### src/rtl/pfpd_pkg.sv
// ----------------------------------------------------------------------------
// pfpd_pkg
// Types and constants shared by the plane-from-points-and-distance block.
// ----------------------------------------------------------------------------
package pfpd_pkg;

   localparam int CoordWidth = 32;
   localparam int OutWidth   = 32;

   // multiply-accumulate step indexes
   localparam logic [3:0] MAC_CROSS_FIRST = 4'd0;
   localparam logic [3:0] MAC_CROSS_LAST  = 4'd5;
   localparam logic [3:0] MAC_SQ_FIRST    = 4'd6;
   localparam logic [3:0] MAC_SQ_LAST     = 4'd8;
   localparam logic [3:0] MAC_DOT_FIRST   = 4'd9;
   localparam logic [3:0] MAC_DOT_LAST    = 4'd11;

   localparam logic [4:0] ITER_LAST = 5'd31;
   localparam logic [1:0] COMP_LAST = 2'd2;

   typedef enum logic [1:0] {
      ST_OK       = 2'd0,
      ST_DEGEN    = 2'd1,
      ST_NO_PLANE = 2'd2
   } stat_type;

   typedef enum logic [3:0] {
      S_IDLE,
      S_DISPATCH,
      S_EDGE,
      S_MUL,
      S_ACC,
      S_NORM,
      S_SQINIT,
      S_SQRT,
      S_DVINIT,
      S_DIV,
      S_DVEND,
      S_ROUND,
      S_DECIDE,
      S_FLIP,
      S_FIN
   } state_type;

   typedef struct packed {
      logic                         func;
      logic signed [CoordWidth-1:0] point_a_x;
      logic signed [CoordWidth-1:0] point_a_y;
      logic signed [CoordWidth-1:0] point_a_z;
      logic signed [CoordWidth-1:0] point_b_x;
      logic signed [CoordWidth-1:0] point_b_y;
      logic signed [CoordWidth-1:0] point_b_z;
      logic signed [CoordWidth-1:0] point_c_x;
      logic signed [CoordWidth-1:0] point_c_y;
      logic signed [CoordWidth-1:0] point_c_z;
   } req_type;

   typedef struct packed {
      logic signed [OutWidth-1:0] unit_normal_x;
      logic signed [OutWidth-1:0] unit_normal_y;
      logic signed [OutWidth-1:0] unit_normal_z;
      logic        [OutWidth-1:0] origin_distance;
      logic        [OutWidth-1:0] point_distance;
      logic        [1:0]          status;
   } rsp_type;

   typedef struct packed {
      logic       load;
      logic       edge_en;
      logic       mul;
      logic       acc;
      logic [3:0] idx;
      logic       norm;
      logic       sq_init;
      logic       sq_step;
      logic       dv_init;
      logic       dv_step;
      logic       dv_end;
      logic [1:0] comp;
      logic       round;
      logic       flip;
      logic       fin;
      logic       degen;
   } cmd_type;

   typedef struct packed {
      logic func;
      logic plane_valid;
      logic cr_zero;
      logic norm_done;
      logic dot_neg;
   } stat_bus_type;

endpackage

### src/rtl/pfpd_ctrl.sv
// ----------------------------------------------------------------------------
// pfpd_ctrl
// Sequencer for build and measure requests, and the result valid flag.
// ----------------------------------------------------------------------------
module pfpd_ctrl (
   input  logic                   clock,
   input  logic                   reset,
   input  logic                   req_valid,
   output logic                   req_ready,
   output logic                   rsp_valid,
   input  logic                   rsp_ready,
   input  pfpd_pkg::stat_bus_type st,
   output pfpd_pkg::cmd_type      cmd
);

   pfpd_pkg::state_type state_ff, state_in;
   logic [3:0] idx_ff, idx_in;
   logic [4:0] cnt_ff, cnt_in;
   logic [1:0] comp_ff, comp_in;
   logic       degen_ff, degen_in;
   logic       flipped_ff, flipped_in;
   logic       rsp_valid_ff, rsp_valid_in;

   always_ff @(posedge clock) begin
      if (reset) begin
         state_ff     <= pfpd_pkg::S_IDLE;
         idx_ff       <= '0;
         cnt_ff       <= '0;
         comp_ff      <= '0;
         degen_ff     <= 1'b0;
         flipped_ff   <= 1'b0;
         rsp_valid_ff <= 1'b0;
      end else begin
         state_ff     <= state_in;
         idx_ff       <= idx_in;
         cnt_ff       <= cnt_in;
         comp_ff      <= comp_in;
         degen_ff     <= degen_in;
         flipped_ff   <= flipped_in;
         rsp_valid_ff <= rsp_valid_in;
      end
   end

   always_comb begin
      state_in     = state_ff;
      idx_in       = idx_ff;
      cnt_in       = cnt_ff;
      comp_in      = comp_ff;
      degen_in     = degen_ff;
      flipped_in   = flipped_ff;
      rsp_valid_in = rsp_valid_ff && !rsp_ready;
      cmd          = '0;
      cmd.idx      = idx_ff;
      cmd.comp     = comp_ff;
      cmd.degen    = degen_ff;
      req_ready    = 1'b0;
      case (state_ff)
         pfpd_pkg::S_IDLE: begin
            req_ready = 1'b1;
            if (req_valid) begin
               cmd.load   = 1'b1;
               degen_in   = 1'b0;
               flipped_in = 1'b0;
               state_in   = pfpd_pkg::S_DISPATCH;
            end
         end
         pfpd_pkg::S_DISPATCH: begin
            if (!st.func) begin
               state_in = pfpd_pkg::S_EDGE;
            end else if (st.plane_valid) begin
               idx_in   = pfpd_pkg::MAC_DOT_FIRST;
               state_in = pfpd_pkg::S_MUL;
            end else begin
               state_in = pfpd_pkg::S_FIN;
            end
         end
         pfpd_pkg::S_EDGE: begin
            cmd.edge_en = 1'b1;
            idx_in      = pfpd_pkg::MAC_CROSS_FIRST;
            state_in    = pfpd_pkg::S_MUL;
         end
         pfpd_pkg::S_MUL: begin
            cmd.mul  = 1'b1;
            state_in = pfpd_pkg::S_ACC;
         end
         pfpd_pkg::S_ACC: begin
            cmd.acc = 1'b1;
            if (idx_ff == pfpd_pkg::MAC_CROSS_LAST) begin
               state_in = pfpd_pkg::S_NORM;
            end else if (idx_ff == pfpd_pkg::MAC_SQ_LAST) begin
               state_in = pfpd_pkg::S_SQINIT;
            end else if (idx_ff == pfpd_pkg::MAC_DOT_LAST) begin
               state_in = pfpd_pkg::S_ROUND;
            end else begin
               idx_in   = idx_ff + 4'd1;
               state_in = pfpd_pkg::S_MUL;
            end
         end
         pfpd_pkg::S_NORM: begin
            cmd.norm = 1'b1;
            if (st.cr_zero) begin
               degen_in = 1'b1;
               state_in = pfpd_pkg::S_FIN;
            end else if (st.norm_done) begin
               idx_in   = pfpd_pkg::MAC_SQ_FIRST;
               state_in = pfpd_pkg::S_MUL;
            end
         end
         pfpd_pkg::S_SQINIT: begin
            cmd.sq_init = 1'b1;
            cnt_in      = '0;
            state_in    = pfpd_pkg::S_SQRT;
         end
         pfpd_pkg::S_SQRT: begin
            cmd.sq_step = 1'b1;
            cnt_in      = cnt_ff + 5'd1;
            if (cnt_ff == pfpd_pkg::ITER_LAST) begin
               comp_in  = '0;
               state_in = pfpd_pkg::S_DVINIT;
            end
         end
         pfpd_pkg::S_DVINIT: begin
            cmd.dv_init = 1'b1;
            cnt_in      = '0;
            state_in    = pfpd_pkg::S_DIV;
         end
         pfpd_pkg::S_DIV: begin
            cmd.dv_step = 1'b1;
            cnt_in      = cnt_ff + 5'd1;
            if (cnt_ff == pfpd_pkg::ITER_LAST) begin
               state_in = pfpd_pkg::S_DVEND;
            end
         end
         pfpd_pkg::S_DVEND: begin
            cmd.dv_end = 1'b1;
            if (comp_ff == pfpd_pkg::COMP_LAST) begin
               idx_in   = pfpd_pkg::MAC_DOT_FIRST;
               state_in = pfpd_pkg::S_MUL;
            end else begin
               comp_in  = comp_ff + 2'd1;
               state_in = pfpd_pkg::S_DVINIT;
            end
         end
         pfpd_pkg::S_ROUND: begin
            cmd.round = 1'b1;
            state_in  = pfpd_pkg::S_DECIDE;
         end
         pfpd_pkg::S_DECIDE: begin
            // negative offset on a build: flip the normal and redo the dot
            if (!st.func && st.dot_neg && !flipped_ff) begin
               state_in = pfpd_pkg::S_FLIP;
            end else begin
               state_in = pfpd_pkg::S_FIN;
            end
         end
         pfpd_pkg::S_FLIP: begin
            cmd.flip   = 1'b1;
            flipped_in = 1'b1;
            idx_in     = pfpd_pkg::MAC_DOT_FIRST;
            state_in   = pfpd_pkg::S_MUL;
         end
         pfpd_pkg::S_FIN: begin
            if (!rsp_valid_ff || rsp_ready) begin
               cmd.fin      = 1'b1;
               rsp_valid_in = 1'b1;
               state_in     = pfpd_pkg::S_IDLE;
            end
         end
         default: begin
            state_in = pfpd_pkg::S_IDLE;
         end
      endcase
   end

   assign rsp_valid = rsp_valid_ff;

   a_fin_sets_valid: assert property (@(posedge clock) disable iff (reset)
      cmd.fin |=> rsp_valid_ff)
      else $error("result not flagged after finish");

   a_sqrt_start: assert property (@(posedge clock) disable iff (reset)
      state_ff == pfpd_pkg::S_SQINIT |=> (state_ff == pfpd_pkg::S_SQRT && cnt_ff == 5'd0))
      else $error("square root started with stale count");

   a_norm_before_sqrt: assert property (@(posedge clock) disable iff (reset)
      state_ff == pfpd_pkg::S_SQINIT |-> st.norm_done)
      else $error("cross product not normalized before square root");

endmodule

### config.mk
export PLATFORM = sky130hd
export DESIGN_NAME = pfpd_ctrl
export DESIGN_NICKNAME = d
export VERILOG_FILES = /design/src/rtl/pfpd_pkg.sv /design/src/rtl/pfpd_ctrl.sv
export SDC_FILE = /design/constraint.sdc
export NUM_CORES = 1
export LEC_CHECK = 0
export CORE_ASPECT_RATIO = 0.9
export CORE_UTILIZATION = 62
export CTS_BUF_LIST = sky130_fd_sc_hd__clkbuf_16
export DETAILED_ROUTE_END_ITERATION = 7
export DONT_BUFFER_PORTS = 1
export GPL_TIMING_DRIVEN = 0
export PLACE_DENSITY = 0.75
export SYNTH_ARGS = -nofsm -noshare
export SYNTH_HDL_FRONTEND = slang
export SYNTH_SLANG_ARGS = --single-unit
### constraint.sdc
create_clock -name clock -period 2 [get_ports clock]
set_input_delay 0.2 -clock clock [delete_from_list [all_inputs] [get_ports clock]]
set_output_delay 0.2 -clock clock [all_outputs]
set_load 0.01 [all_outputs]
==> Flow_metrics.wiki <==
{| class="wikitable"
! Metric !! Value
|-
| Full die area || around 2300 um^2
|-
| Result of the run || finished clean
|-
| Longest Clk Path Bufs || 2
|-
| Dominant register cell in the synthesized netlist || dfxtp_1
|-
| Root cell of the clock tree || clkbuf_16
|-
| Total core area || ~2000 um^2
|-
| Number of antenna violations at the first check in global routing || 0
|-
| Largest fanout of any net on the critical path || 10
|-
| Number of DRC violations after detailed-routing iteration 0 || a little over 70
|-
| Worst hold margin || 0.140 ns
|-
| Critical path startpoint category || flip-flop
|-
| Critical Path Sink Type || flip-flop
|-
| Max-slew headroom at the worst pin || 65.0%
|-
| Pwr Density || ~1200 nW/um^2
|-
| Synthesis Warnings || 0
|-
| Path type of the worst min-delay path || input port to flip-flop
|-
| Avg Synthesized Cell Area || 7.38 um^2
|-
| Global router's overall resource usage || between 30% and 40%
|-
| Worst Tran Pin Value || 0.521 ns
|-
| Total overflow reported by the global router || 0
|-
| Worst reg2reg path depth || 6
|-
| Origin of the worst min-delay path || st[2]
|-
| Gate count after technology mapping || roughly 180
|-
| TritonCTS clock tree || yes
|-
| Sink of the worst hold path || degen_ff
|-
| Register bit count reported by yosys || 18
|-
| Starting utilization of the core area || 67.7%
|-
| Remaining antenna violation count || 0
|-
| Post-synthesis instance area || 1320 um^2
|-
| Number of buffers inserted for hold repair after clock tree synthesis || 0
|-
| Worst hold path depth || 2
|-
| Max-cap check violation count || 0
|-
| Die Width || ~51 um
|-
| Number of enable flip-flop cells after synthesis || 0
|-
| Data arrival time of the critical path || about 2.1 ns
|-
| Area Growth Syn to Fin || 11.4%
|-
| Share of final-layout standard cells stronger than drive strength 1 || between 10% and 20%
|-
| Pin count of the biggest net entering global routing || 11
|-
| Vertical extent of the die || between 40 and 50 um
|-
| Fmax || 0.510 GHz
|-
| Unique masters post-synth || 48
|-
| Source-to-sink clock delay at the later pin of the worst-skew pair || 0.25 ns
|-
| Std-Cell Rows || 15
|-
| CTS clock-pin slew for the worst setup and hold paths || 0.05 ns
|-
| Average wire per cell in the routed design || roughly 17 um
|-
| Detailed-router iteration count before antenna repair || 4
|-
| Share of the clock period used by the worst path after layout || a little over nine tenths
|-
| TritonCTS sink count || 18
|-
| Wire length of the first global-routing pass || slightly above 5 mm
|-
| Routed Wire Length || 3.53 mm
|-
| Remaining design rule violation count || 0
|-
| Setup repair after global routing missed its margin || true
|-
| Origin of the critical flop-to-flop path || state_ff[2]
|-
| Final setup fails || 0
|-
| Final hold violation count || 0
|-
| Worst Clk Skew || about 0.0019 ns
|-
| Depth of the CTS H-tree || 1
|-
| Vias in the first global route || ~1200
|-
| # port buffers || 0
|-
| N_diodes || 0
|-
| Synthesized Nets || 194
|-
| Post-layout min period || just under 2 ns
|-
| Drt via density || around 6.5
|-
| Slack of the worst reg-to-reg path || a little under 0.04 ns
|-
| Data required time at the worst endpoint || approximately 2.2 ns
|-
| Placer's final routability congestion estimate || approximately 0.95
|-
| Vias after detailed routing || 1356
|-
| Final instance area || 1470 um^2
|-
| Placed instance area || around 1400 um^2
|-
| NumNets Final || roughly 200
|-
| Peak supply drop || around 0.87 mV
|-
| Max-slew violation count || 0
|-
| Half-perimeter wire length after detailed placement || between 2 and 2.5 mm
|-
| Critical path class || flip-flop to flip-flop
|-
| Boundary pin count || 31
|-
| Number of buffers created by CTS || 3
|-
| Worst R2R End || idx_ff[1]
|-
| Proportion of synthesized chip area in sequential cells || a little over a quarter
|-
| Share of flip-flops with an asynchronous set or reset || 0%
|-
| Cell leakage power || around 0.57 nW
|}
stage by stage:
| stage | setup TNS, ns | total power [mW] | utilization (%) | worst slack (ns) | instances |
|---|---|---|---|---|---|
| final | 0 | 1.74 | 75.4 | 0.0384 | 208 |
| after global placement | -0.0935 | 1.24 | 69.3 | -0.0935 | 204 |
| after floorplan | 0 | 1.09 | - | 0.121 | 179 |
| after global routing | -0.164 | 1.84 | 75.4 | -0.121 | 208 |
| after detailed placement | -0.156 | 1.25 | 69.3 | -0.0928 | 204 |
| after CTS | 0 | 1.69 | 74.2 | 0.0320 | 208 |
cells in the mapped netlist, drive strengths merged (2+ instances only):
cell type | count | share of area (%)
nand2 | 17 | 4.8
nand3 | 6 | 2.3
nand4bb | 2 | 1.7
inv | 11 | 3.1
nor2 | 21 | 6.0
nand3b | 3 | 1.7
a211oi | 5 | 2.8
nand4b | 2 | 1.3
buf | 11 | 4.9
clkbuf | 2 | 0.57
o21ai | 8 | 3.3
o22ai | 3 | 1.4
nor2b | 2 | 0.95
o2bb2ai | 2 | 1.3
nand2b | 7 | 3.3
or2 | 3 | 1.4
a22oi | 3 | 1.7
ha | 6 | 5.7
dfxtp | 18 | 27
or3b | 3 | 2.0
a21oi | 17 | 6.7
o21bai | 2 | 1.1
mux2i | 2 | 1.5
nor3 | 6 | 2.3
state kept, by name (all words and copies together), names as in the netlist:
| signal | cells |
|---|---|
| idx_ff | 4 |
| flipped_ff | 1 |
| state_ff | 4 |
| cnt_ff | 5 |
| degen_ff | 1 |
| comp_ff | 2 |
| rsp_valid | 1 |
cells by family (layout without fill, tap and decap cells):
group | count (synthesis) | in the layout | synth area share [%]
buffers and inverters | 24 | 28 | 8.62
adders and majority gates | 6 | 6 | 5.68
AOI/OAI and AO/OA | 49 | 49 | 24.3
muxes | 3 | 3 | 2.37
and+or+nand+nor | 79 | 79 | 31.7
DFF | 18 | 18 | 27.3
timing repair:
action / 4_1_cts / 5_1_grt
setup endpoints to repair: 2 / 4
setup buffers: 0 / 0
endpoints found under the hold margin: 0 / 0
pin swaps: 0 / 1
gates resized for setup: 5 / 8
cells in the final DEF (no fill, tap or decap), drive strengths merged, types with 2 or more instances in the layout:
cell     count
nand4bb      2
o2bb2ai      2
nor2        21
o22ai        3
o21ai        8
or3b         3
nand2b       7
ha           6
a21oi       17
buf          8
nand3        6
nand3b       3
nand4b       2
inv         11
clkbuf       8
dfxtp       18
nor3         6
nor2b        2
a211oi       5
o21bai       2
mux2i        2
nand2       17
a22oi        3
or2          3
layer usage:
metal	wire length, um	global-route usage [%]
met4	43	18.3
met3	280	6.67
met5	0	0
met2	1680	48.5
met1	1530	38.0
worst max-delay path, cell delays in order, from the launching register on:
cell and delay (ns):
dfxtp_1 0.49, clkbuf_4 0.28, nand2_1 0.07, a31o_1 0.22
a221o_2 0.41, or2_1 0.27, a21oi_2 0.14
layout make-up:
| cell class | count | area [um^2] |
|---|---|---|
| Multi-Input combinational cell | 137 | 875 |
| Tap cell | 25 | 31.3 |
| Clock inverter | 1 | 3.75 |
| Sequential cell | 18 | 368 |
| Inverter | 11 | 41.3 |
| Buffer | 13 | 77.6 |
| Clock buffer | 3 | 75.1 |
| Fill cell | 160 | 480 |
worst max-delay path by stage:
stage	from	end	slack [ns]	cells past startpoint
4_1_cts	idx_ff[1]	state_ff[3]	0.03	7
5_1_grt	cnt_ff[0]	state_ff[3]	-0.12	7
2_1_floorplan	idx_ff[0]	state_ff[3]	0.12	7
3_3_place_gp	idx_ff[0]	state_ff[3]	-0.09	7
6_report	state_ff[2]	idx_ff[1]	0.04	6
3_5_place_dp	idx_ff[0]	state_ff[3]	-0.09	7
where the power goes:
group / internal, mW / switching, mW
clock network: 0.266 / 0.137
logic: 0.309 / 0.529
registers: 0.418 / 0.0767
total: 0.993 / 0.743
No activity file was read; power rests on OpenSTA's default activity.
